**src/rtl/qps_pkg.sv**
```systemverilog
package qps_pkg;

   typedef enum logic [1:0] {
      MODE_FIRST     = 2'd0,
      MODE_KEY_EMPTY = 2'd1,
      MODE_KEY       = 2'd2,
      MODE_VALUE     = 2'd3
   } mode_type;

   typedef enum logic [1:0] {
      ESC_NONE  = 2'd0,
      ESC_PCT   = 2'd1,
      ESC_DIGIT = 2'd2
   } esc_type;

   localparam logic [7:0] CH_PCT   = 8'h25;
   localparam logic [7:0] CH_PLUS  = 8'h2B;
   localparam logic [7:0] CH_EQ    = 8'h3D;
   localparam logic [7:0] CH_AMP   = 8'h26;
   localparam logic [7:0] CH_QUEST = 8'h3F;
   localparam logic [7:0] CH_SPACE = 8'h20;
   localparam logic [7:0] CH_NUL   = 8'h00;
   localparam logic [7:0] CH_TAB   = 8'h09;
   localparam logic [7:0] CH_CR    = 8'h0D;

   // one result item
   typedef struct packed {
      logic [7:0] data;
      logic       is_value;
      logic       field_end;
   } res_type;

   // result list under construction, one slot beyond the output limit
   typedef struct packed {
      logic [2:0]       n;
      res_type [3:0]    e;
   } acc_type;

   typedef struct packed {
      acc_type  acc;
      mode_type mode;
      esc_type  esc;
   } step_type;

   function automatic logic is_hex(logic [7:0] c);
      return (c >= 8'h30 && c <= 8'h39) || (c >= 8'h61 && c <= 8'h66) ||
             (c >= 8'h41 && c <= 8'h46);
   endfunction

   function automatic logic [3:0] hex_val(logic [7:0] c);
      logic [7:0] v;
      begin
         v = 8'h00;
         if (c >= 8'h30 && c <= 8'h39) begin
            v = c - 8'h30;
         end else if (c >= 8'h61 && c <= 8'h66) begin
            v = c - 8'h57;
         end else if (c >= 8'h41 && c <= 8'h46) begin
            v = c - 8'h37;
         end
         return v[3:0];
      end
   endfunction

   function automatic logic ends_value(logic [7:0] c);
      return c == CH_AMP || c == CH_NUL || c == CH_SPACE || (c >= CH_TAB && c <= CH_CR);
   endfunction

   function automatic acc_type put(acc_type a, logic [7:0] b, logic isv, logic fe);
      acc_type r;
      begin
         r = a;
         if (a.n < 3'd4) begin
            r.e[a.n[1:0]].data      = b;
            r.e[a.n[1:0]].is_value  = isv;
            r.e[a.n[1:0]].field_end = fe;
            r.n = a.n + 3'd1;
         end
         return r;
      end
   endfunction

   // value byte with no escape pending
   function automatic step_type value_plain(step_type s, logic [7:0] b);
      step_type r;
      begin
         r = s;
         if (b == CH_PCT) begin
            r.esc = ESC_PCT;
         end else if (b == CH_PLUS) begin
            r.acc = put(r.acc, CH_SPACE, 1'b1, 1'b0);
         end else if (ends_value(b)) begin
            r.acc  = put(r.acc, CH_NUL, 1'b1, 1'b1);
            r.mode = MODE_KEY_EMPTY;
         end else begin
            r.acc = put(r.acc, b, 1'b1, 1'b0);
         end
         return r;
      end
   endfunction

endpackage

```
**src/rtl/query_param_split_and_percent_decode.sv**
```systemverilog
// the first result item is registered and appears in the cycle after its input item is accepted
// one input item per cycle while each yields at most one result and rsp_tready stays high;
//    an input item yielding several results holds off the input while they drain
// the three-slot result buffer sets the rate; the next item is taken as its last slot drains
// reset: synchronous, active high; clears parse state and empties the result buffer
module query_param_split_and_percent_decode
   import qps_pkg::*;
(
   input  logic       clock,
   input  logic       reset,
   input  logic       req_tvalid,
   output logic       req_tready,
   input  logic [7:0] req_tdata,   // [7:0] in_byte
   input  logic       req_tlast,
   output logic       rsp_tvalid,
   input  logic       rsp_tready,
   output logic [7:0] rsp_tdata,   // [7:0] out_byte
   output logic [1:0] rsp_tuser,   // [0] is_value, [1] field_end
   output logic       rsp_tlast
);

   mode_type   mode_ff, mode_in;
   esc_type    esc_ff, esc_in;
   logic [7:0] held_ff, held_in;
   logic [1:0] cnt_ff, cnt_in;
   res_type    res_ff [3];
   res_type    res_in [3];

   logic       accept;
   logic       take;
   step_type   s;
   logic [7:0] held;
   logic       skip;

   assign take       = rsp_tvalid && rsp_tready;
   assign req_tready = (cnt_ff == 2'd0) || (cnt_ff == 2'd1 && rsp_tready);
   assign accept     = req_tvalid && req_tready;

   assign rsp_tvalid = cnt_ff != 2'd0;
   assign rsp_tdata  = res_ff[0].data;
   assign rsp_tuser  = {res_ff[0].field_end, res_ff[0].is_value};
   assign rsp_tlast  = cnt_ff == 2'd1;

   // decode of one input byte against the current parse state
   always_comb begin
      s.acc  = '0;
      s.mode = mode_ff;
      s.esc  = esc_ff;
      held   = held_ff;
      skip   = 1'b0;
      if (mode_ff == MODE_FIRST) begin
         s.mode = MODE_KEY_EMPTY;
         skip   = req_tdata == CH_QUEST;
      end
      if (skip) begin
         s.esc = esc_ff;
      end else if (s.mode != MODE_VALUE) begin
         if (req_tdata == CH_EQ) begin
            s.acc  = put(s.acc, CH_NUL, 1'b0, 1'b1);
            s.mode = MODE_VALUE;
            s.esc  = ESC_NONE;
         end else begin
            s.acc  = put(s.acc, req_tdata, 1'b0, 1'b0);
            s.mode = MODE_KEY;
         end
      end else begin
         case (esc_ff)
            ESC_PCT: begin
               if (is_hex(req_tdata)) begin
                  held  = req_tdata;
                  s.esc = ESC_DIGIT;
               end else begin
                  s.acc = put(s.acc, CH_PCT, 1'b1, 1'b0);
                  s.esc = ESC_NONE;
                  s     = value_plain(s, req_tdata);
               end
            end
            ESC_DIGIT: begin
               if (is_hex(req_tdata)) begin
                  s.acc = put(s.acc, {hex_val(held_ff), hex_val(req_tdata)}, 1'b1, 1'b0);
                  s.esc = ESC_NONE;
               end else begin
                  s.acc = put(s.acc, CH_PCT, 1'b1, 1'b0);
                  s.acc = put(s.acc, held_ff, 1'b1, 1'b0);
                  s.esc = ESC_NONE;
                  s     = value_plain(s, req_tdata);
               end
            end
            default: begin
               s.esc = ESC_NONE;
               s     = value_plain(s, req_tdata);
            end
         endcase
      end

      // end of string: flush pending escape, close the open field
      if (req_tlast) begin
         if (s.mode == MODE_VALUE) begin
            if (s.esc == ESC_PCT || s.esc == ESC_DIGIT) begin
               s.acc = put(s.acc, CH_PCT, 1'b1, 1'b0);
            end
            if (s.esc == ESC_DIGIT) begin
               s.acc = put(s.acc, held, 1'b1, 1'b0);
            end
            s.acc = put(s.acc, CH_NUL, 1'b1, 1'b1);
         end else if (s.mode == MODE_KEY) begin
            s.acc = put(s.acc, CH_NUL, 1'b0, 1'b1);
            s.acc = put(s.acc, CH_NUL, 1'b1, 1'b1);
         end
         s.mode = MODE_FIRST;
         s.esc  = ESC_NONE;
         held   = CH_NUL;
      end

      // four results: the third result gives way to the final one
      if (s.acc.n == 3'd4) begin
         s.acc.e[2] = s.acc.e[3];
         s.acc.n    = 3'd3;
      end
   end

   always_comb begin
      mode_in   = mode_ff;
      esc_in    = esc_ff;
      held_in   = held_ff;
      cnt_in    = cnt_ff;
      res_in[0] = res_ff[0];
      res_in[1] = res_ff[1];
      res_in[2] = res_ff[2];
      if (accept) begin
         mode_in   = s.mode;
         esc_in    = s.esc;
         held_in   = held;
         cnt_in    = s.acc.n[1:0];
         res_in[0] = s.acc.e[0];
         res_in[1] = s.acc.e[1];
         res_in[2] = s.acc.e[2];
      end else if (take) begin
         cnt_in    = cnt_ff - 2'd1;
         res_in[0] = res_ff[1];
         res_in[1] = res_ff[2];
      end
   end

   always_ff @(posedge clock) begin
      if (reset) begin
         mode_ff <= MODE_FIRST;
         esc_ff  <= ESC_NONE;
         held_ff <= CH_NUL;
         cnt_ff  <= 2'd0;
      end else begin
         mode_ff <= mode_in;
         esc_ff  <= esc_in;
         held_ff <= held_in;
         cnt_ff  <= cnt_in;
      end
   end

   always_ff @(posedge clock) begin
      res_ff[0] <= res_in[0];
      res_ff[1] <= res_in[1];
      res_ff[2] <= res_in[2];
   end

endmodule
```
**config.mk**
```make
export PLATFORM = sky130hd
export DESIGN_NAME = query_param_split_and_percent_decode
export DESIGN_NICKNAME = d
export VERILOG_FILES = /design/src/rtl/qps_pkg.sv /design/src/rtl/query_param_split_and_percent_decode.sv
export SDC_FILE = /design/constraint.sdc
export NUM_CORES = 1
export LEC_CHECK = 0
export BUFFER_PORTS_ARGS = -buffer_cell sky130_fd_sc_hd__buf_2
export CAP_MARGIN = 15
export CORE_UTILIZATION = 60
export CTS_BUF_LIST = sky130_fd_sc_hd__clkbuf_8
export DETAILED_ROUTE_END_ITERATION = 10
export GPL_ROUTABILITY_DRIVEN = 0
export GPL_TIMING_DRIVEN = 0
export PLACE_DENSITY = 0.86
export SKIP_CTS_REPAIR_TIMING = 1
export SYNTH_ARGS = -nofsm -noshare
export SYNTH_HDL_FRONTEND = slang
export SYNTH_SLANG_ARGS = --single-unit
```
**constraint.sdc**
```tcl
create_clock -name clock -period 11.85 [get_ports clock]
set_clock_uncertainty 0.05 [all_clocks]
set_input_delay 2.37 -clock clock [delete_from_list [all_inputs] [get_ports clock]]
set_output_delay 2.37 -clock clock [all_outputs]
set_load 0.01 [all_outputs]
```
# [Word level (Yosys, flattened, before mapping)]
# Memories as Yosys holds them, arrays and structs flattened.
# Cells that the tools add are included.
[word_totals] ff_bits=14 mem_bits_rw=30 input_bits=13 output_inout_bits=13 wordCells=261 n_memories=1
[memory_table] name="res_ff" depth=3 word_bits=10 rd=3 rd_clocked_by_memory_dff=0 wr=3 line="query_param_split_and_percent_decode.sv:26" source="res_type res_ff [3];"
[classes] add_sub_neg=14 magnitude_cmp=35 eq_ne=15 muxes=163 n_reduce_logical=29
[op_table] op="$bwmux 40" n=36
[op_table] op="$mux 43" n=32
[op_table] op="$demux 10 s2" n=21
[op_table] op="$mux 45" n=5
[op_table] op="$mux 10" n=18
[op_table] op="$mux 47" n=2
[op_table] op="$pmux 47 s2" n=1
[op_table] op="$eq 8x6->1 const B" n=6
[op_table] op="$mux 20" n=2
[op_table] op="$mux 8" n=5
[op_table] op="$mux 2" n=17
[op_table] op="$ge 8x7->1 const B" n=4
[op_table] op="$le 8x7->1 const B" n=4
[op_table] op="$mux 4" n=6
[op_table] op="$add 3x1->3 const B" n=7
[op_table] op="$lt 2x3->1 const B" n=7
[op_table] op="$lt 3x3->1 const B" n=7
[op_table] op="$mux 3" n=7
[op_table] op="$logic_and 1x1->1" n=17
[op_table] op="$ge 8x6->1 const B" n=2
[op_table] op="$le 8x6->1 const B" n=2
[op_table] op="$sub 4x3->4 const B" n=4
[op_table] op="$ge 2x1->1 const B" n=7
[op_table] op="$mux 12" n=1
[op_table] op="other kinds (13)" n=36

# [Longest topological paths before layout]
[logic_depth] depth_word=70 ltp_mapped=23 ltp_nobuf=21

# [Worst setup path after synthesis]
# OpenSTA, ideal clock, no wires.
[synth_path] path_type="input -> register" start="input port req_tdata[1]" end="memory res_ff[0][20] in the netlist's numbering, data pin" t_arrival_ps=7140 slack_ps=4398 stages=22 n_path_buf=2 cell_sequence="inv_1 -> ha_1 -> nor4b_1 -> nor3b_4 -> o211ai_2 -> buf_2 -> nor2_1 -> a21o_1 -> ha_1 -> inv_1 -> xnor2_2 -> ha_1 -> o21a_1 -> ha_1 -> a21boi_0 -> a311oi_1 -> a21oi_1 -> or3_1 -> a21oi_1 -> o221ai_2 -> buf_6 -> mux2_1"
[synth_lines] element="start, declared" line="query_param_split_and_percent_decode.sv:13" source="input logic [7:0] req_tdata,"
[synth_lines] element="end, declared" line="query_param_split_and_percent_decode.sv:26"

==> reports/results.tsv <==
stage	metric	value	unit
outcome	status	completed	
synth	synthFlopType	edfxtp_1	
synth	synthDistinctLibCells	81	
finish	finalNetCount	540	
detailed_routing	drc	0	
finish	instances_no_fill	581	
setup_path	path_class	input pin to flop	
pwr	vdd_drop_max	0.107	mV
synth	synth.area.top_cells	edfxtp_1 (23%), ha_1 (7.5%), dfxtp_1 (7.0%)	
detailed_routing	vias	4098	
job	drv_cap	0	
synth	synth.most_common_cell	nand2_1	
place	portBuffers	24	
place	dp_slack	3.53	ns
floorplan	num_rows	29	
setup_path	cp.required	11.86	ns
grt	antenna_found_initial	0	
synth	synth_top_area_cell	edfxtp_1	
setup_path	endpoint	res_ff[0][20]	
finish	areaGrowthSynthToFinish	8.20	%
detailed_routing	ant_nets	0	
timing	finalSetupViolCount	0	
detailed_routing	drt_iter0_markers	663	
detailed_routing	wl_per_cell	20.1	um
pwr	p_per_area	108	nW/um^2
clock_tree	cts_buffers	5	
synth	syn-cell-area	4000	sq um
grt	grt_pass1_wl	19000	um
timing	fin_setup_tns	0	ns
finish	fin_util	67.7	%
synth	yosys_warnings	0	
worst_hold_path	hold_path.class	flop to flop	
timing	fin_hold_ws	0.463	ns
detailed_routing	dr.pass1.iters	5	
setup_path	timing.rr.end	res_ff[0][20]	
synth	avgSynthCellArea	8.47	sq um
clock_tree	clock_latency	0.32	ns
grt	grt_pass1_vias	3764	
timing	fin_crit	8.16	ns
floorplan	ios	26	
grt	grt-ovfl-total	0	
clock_tree	cts_root_buf	clkbuf_8	
place	placed_cell_area	4210	sq um
timing	final_max_slew_viol_count	0	
detailed_routing	drt-total-wl	11700	um
clock_tree	clock-sinks	44	
timing	fin_ws	3.69	ns
setup_path	worst-r2r-cell-count	20	
floorplan	dieWidth	83.6	um
worst_hold_path	holdPathStages	2	
synth	yosys.area.top_type_share	22.5	%
floorplan	core	6390	sq um
clock_tree	path_clk_slew	0.09	ns
clock_tree	clk_path_buf_depth	2	
timing	max-slew-margin-rel	35.5	%
timing	finalHoldViolCount	0	
clock_tree	htree_levels	2	
detailed_routing	avgViaCountPerCell	7.05	
synth	async_flop_share	0	%
finish	drive_above_1_share	13.9	%
setup_path	cp-start-kind	input pin	
grt	grt_max_degree	21	
synth	ys_ff_latch	44	
pwr	leakagePower	1.74	nW
timing	period_share	68.9	%
synth	synth-edff-count	30	
synth	ys_seq_area_share	29.5	%
timing	worst_pin_slew	0.959	ns
pwr	total_power	0.467	mW
synth	synth_common_cells	nand2_1 (72), edfxtp_1 (30), nor2_1 (28)	
grt	grtUsageTotal	34.1	%
floorplan	die-area	6990	sq um
setup_path	cp.arrival	8.17	ns
place	dp.cells	573	
place	place_hpwl	8800	um
setup_path	r2r_start	esc_ff[0]	
synth	syn_nets	509	
synth	syn-instance-count	472	
floorplan	start_util	62.6	%
setup_path	regToRegSetupSlack	6.09	ns
clock_tree	cts_tree	done	
setup_path	end_kind	flop	
setup_path	cp_max_fo	10	
finish	diodes	0	
timing	rsz0062_at_grt	no	
timing	fmax	123	MHz
setup_path	crit_start	req_tdata[1]	
finish	final_area	4330	sq um
floorplan	chipHeight	83.6	um
-- worst max-delay path, cell delays in order --
cell and delay [ns]:
buf_2 0.12, inv_1 0.14, ha_1 0.28, nor4b_1 0.64
nor3b_4 0.20, o211ai_2 0.34, buf_2 0.32, nor2_1 0.10
a21o_1 0.18, ha_1 0.41, inv_1 0.18, xnor2_2 0.33
ha_1 0.30, o21a_1 0.22, ha_1 0.27, a21boi_0 0.12
a311oi_1 0.23, a21oi_1 0.09, or3_1 0.35, a21oi_1 0.22
o221ai_2 0.16, buf_6 0.21, mux2_1 0.34
-- where the power goes --
group	leakage, nW	internal, mW	switching [mW]
registers	0.409	0.205	0.00904
clock network	0.0558	0.0625	0.0571
logic	1.28	0.0524	0.0809
total	1.74	0.320	0.147
-- cells by family (layout without fill, tap and decap cells) --
family | count (synthesis) | in the layout | share of synthesized area (%)
and+or+nand+nor | 181 | 181 | 23.3
AOI/OAI and AO/OA | 141 | 141 | 26.4
buffers and inverters | 57 | 89 | 6.67
DFF | 44 | 44 | 29.5
adders and majority gates | 24 | 24 | 7.51
muxes | 19 | 19 | 5.04
xor gates and xnor gates | 6 | 6 | 1.50
-- cell type report --
class	count	area, sq um
Inverter	28	105
Tap cell	77	96.3
Fill cell	491	2060
Buffer	29	161
Timing Repair Buffer	24	120
Sequential cell	44	1180
Clock buffer	5	68.8
Clock inverter	3	42.5
Multi-Input combinational cell	371	2550
-- cell usage in the layout, fill, tap and decap left out, types with 5 or more instances in the layout --
master	count
inv_1	27
a32o_1	5
dfxtp_1	14
a22o_1	8
clkbuf_8	5
buf_2	30
nor2_1	28
nor3_1	12
a22oi_1	8
clkbuf_1	12
a31oi_1	5
buf_4	10
nand2_1	72
a32oi_1	9
a21oi_1	27
o2111ai_1	5
edfxtp_1	30
a211oi_1	5
mux2i_1	14
and3_1	7
and2_1	6
ha_1	24
nand3_1	17
o21ai_0	20
-- state kept, by name (all words and copies together) (netlist names) --
signal / count
res_ff: 30
held_ff: 8
cnt_ff: 2
esc_ff: 2
mode_ff: 2
-- worst min path at each step --
| stage | startpoint | end | slack (ns) |
|---|---|---|---|
| 3_5_place_dp | mode_ff[1] | mode_ff[1] | 0.45 |
| 5_1_grt | mode_ff[1] | mode_ff[1] | 0.49 |
| 4_1_cts | mode_ff[1] | mode_ff[1] | 0.46 |
| 6_report | mode_ff[1] | mode_ff[1] | 0.46 |
| 3_3_place_gp | mode_ff[1] | mode_ff[1] | 0.45 |
| 2_1_floorplan | mode_ff[1] | mode_ff[1] | 0.41 |
-- layer usage --
metal,vias up,routed length (um),GRT usage [%]
met5,-,0,0
met4,0,753,19.6
met3,86,1430,7.52
met2,316,5040,52.3
met1,1852,4470,44.4
li1,1844,-,-
Note: power is estimated with default switching activity, not from simulation.
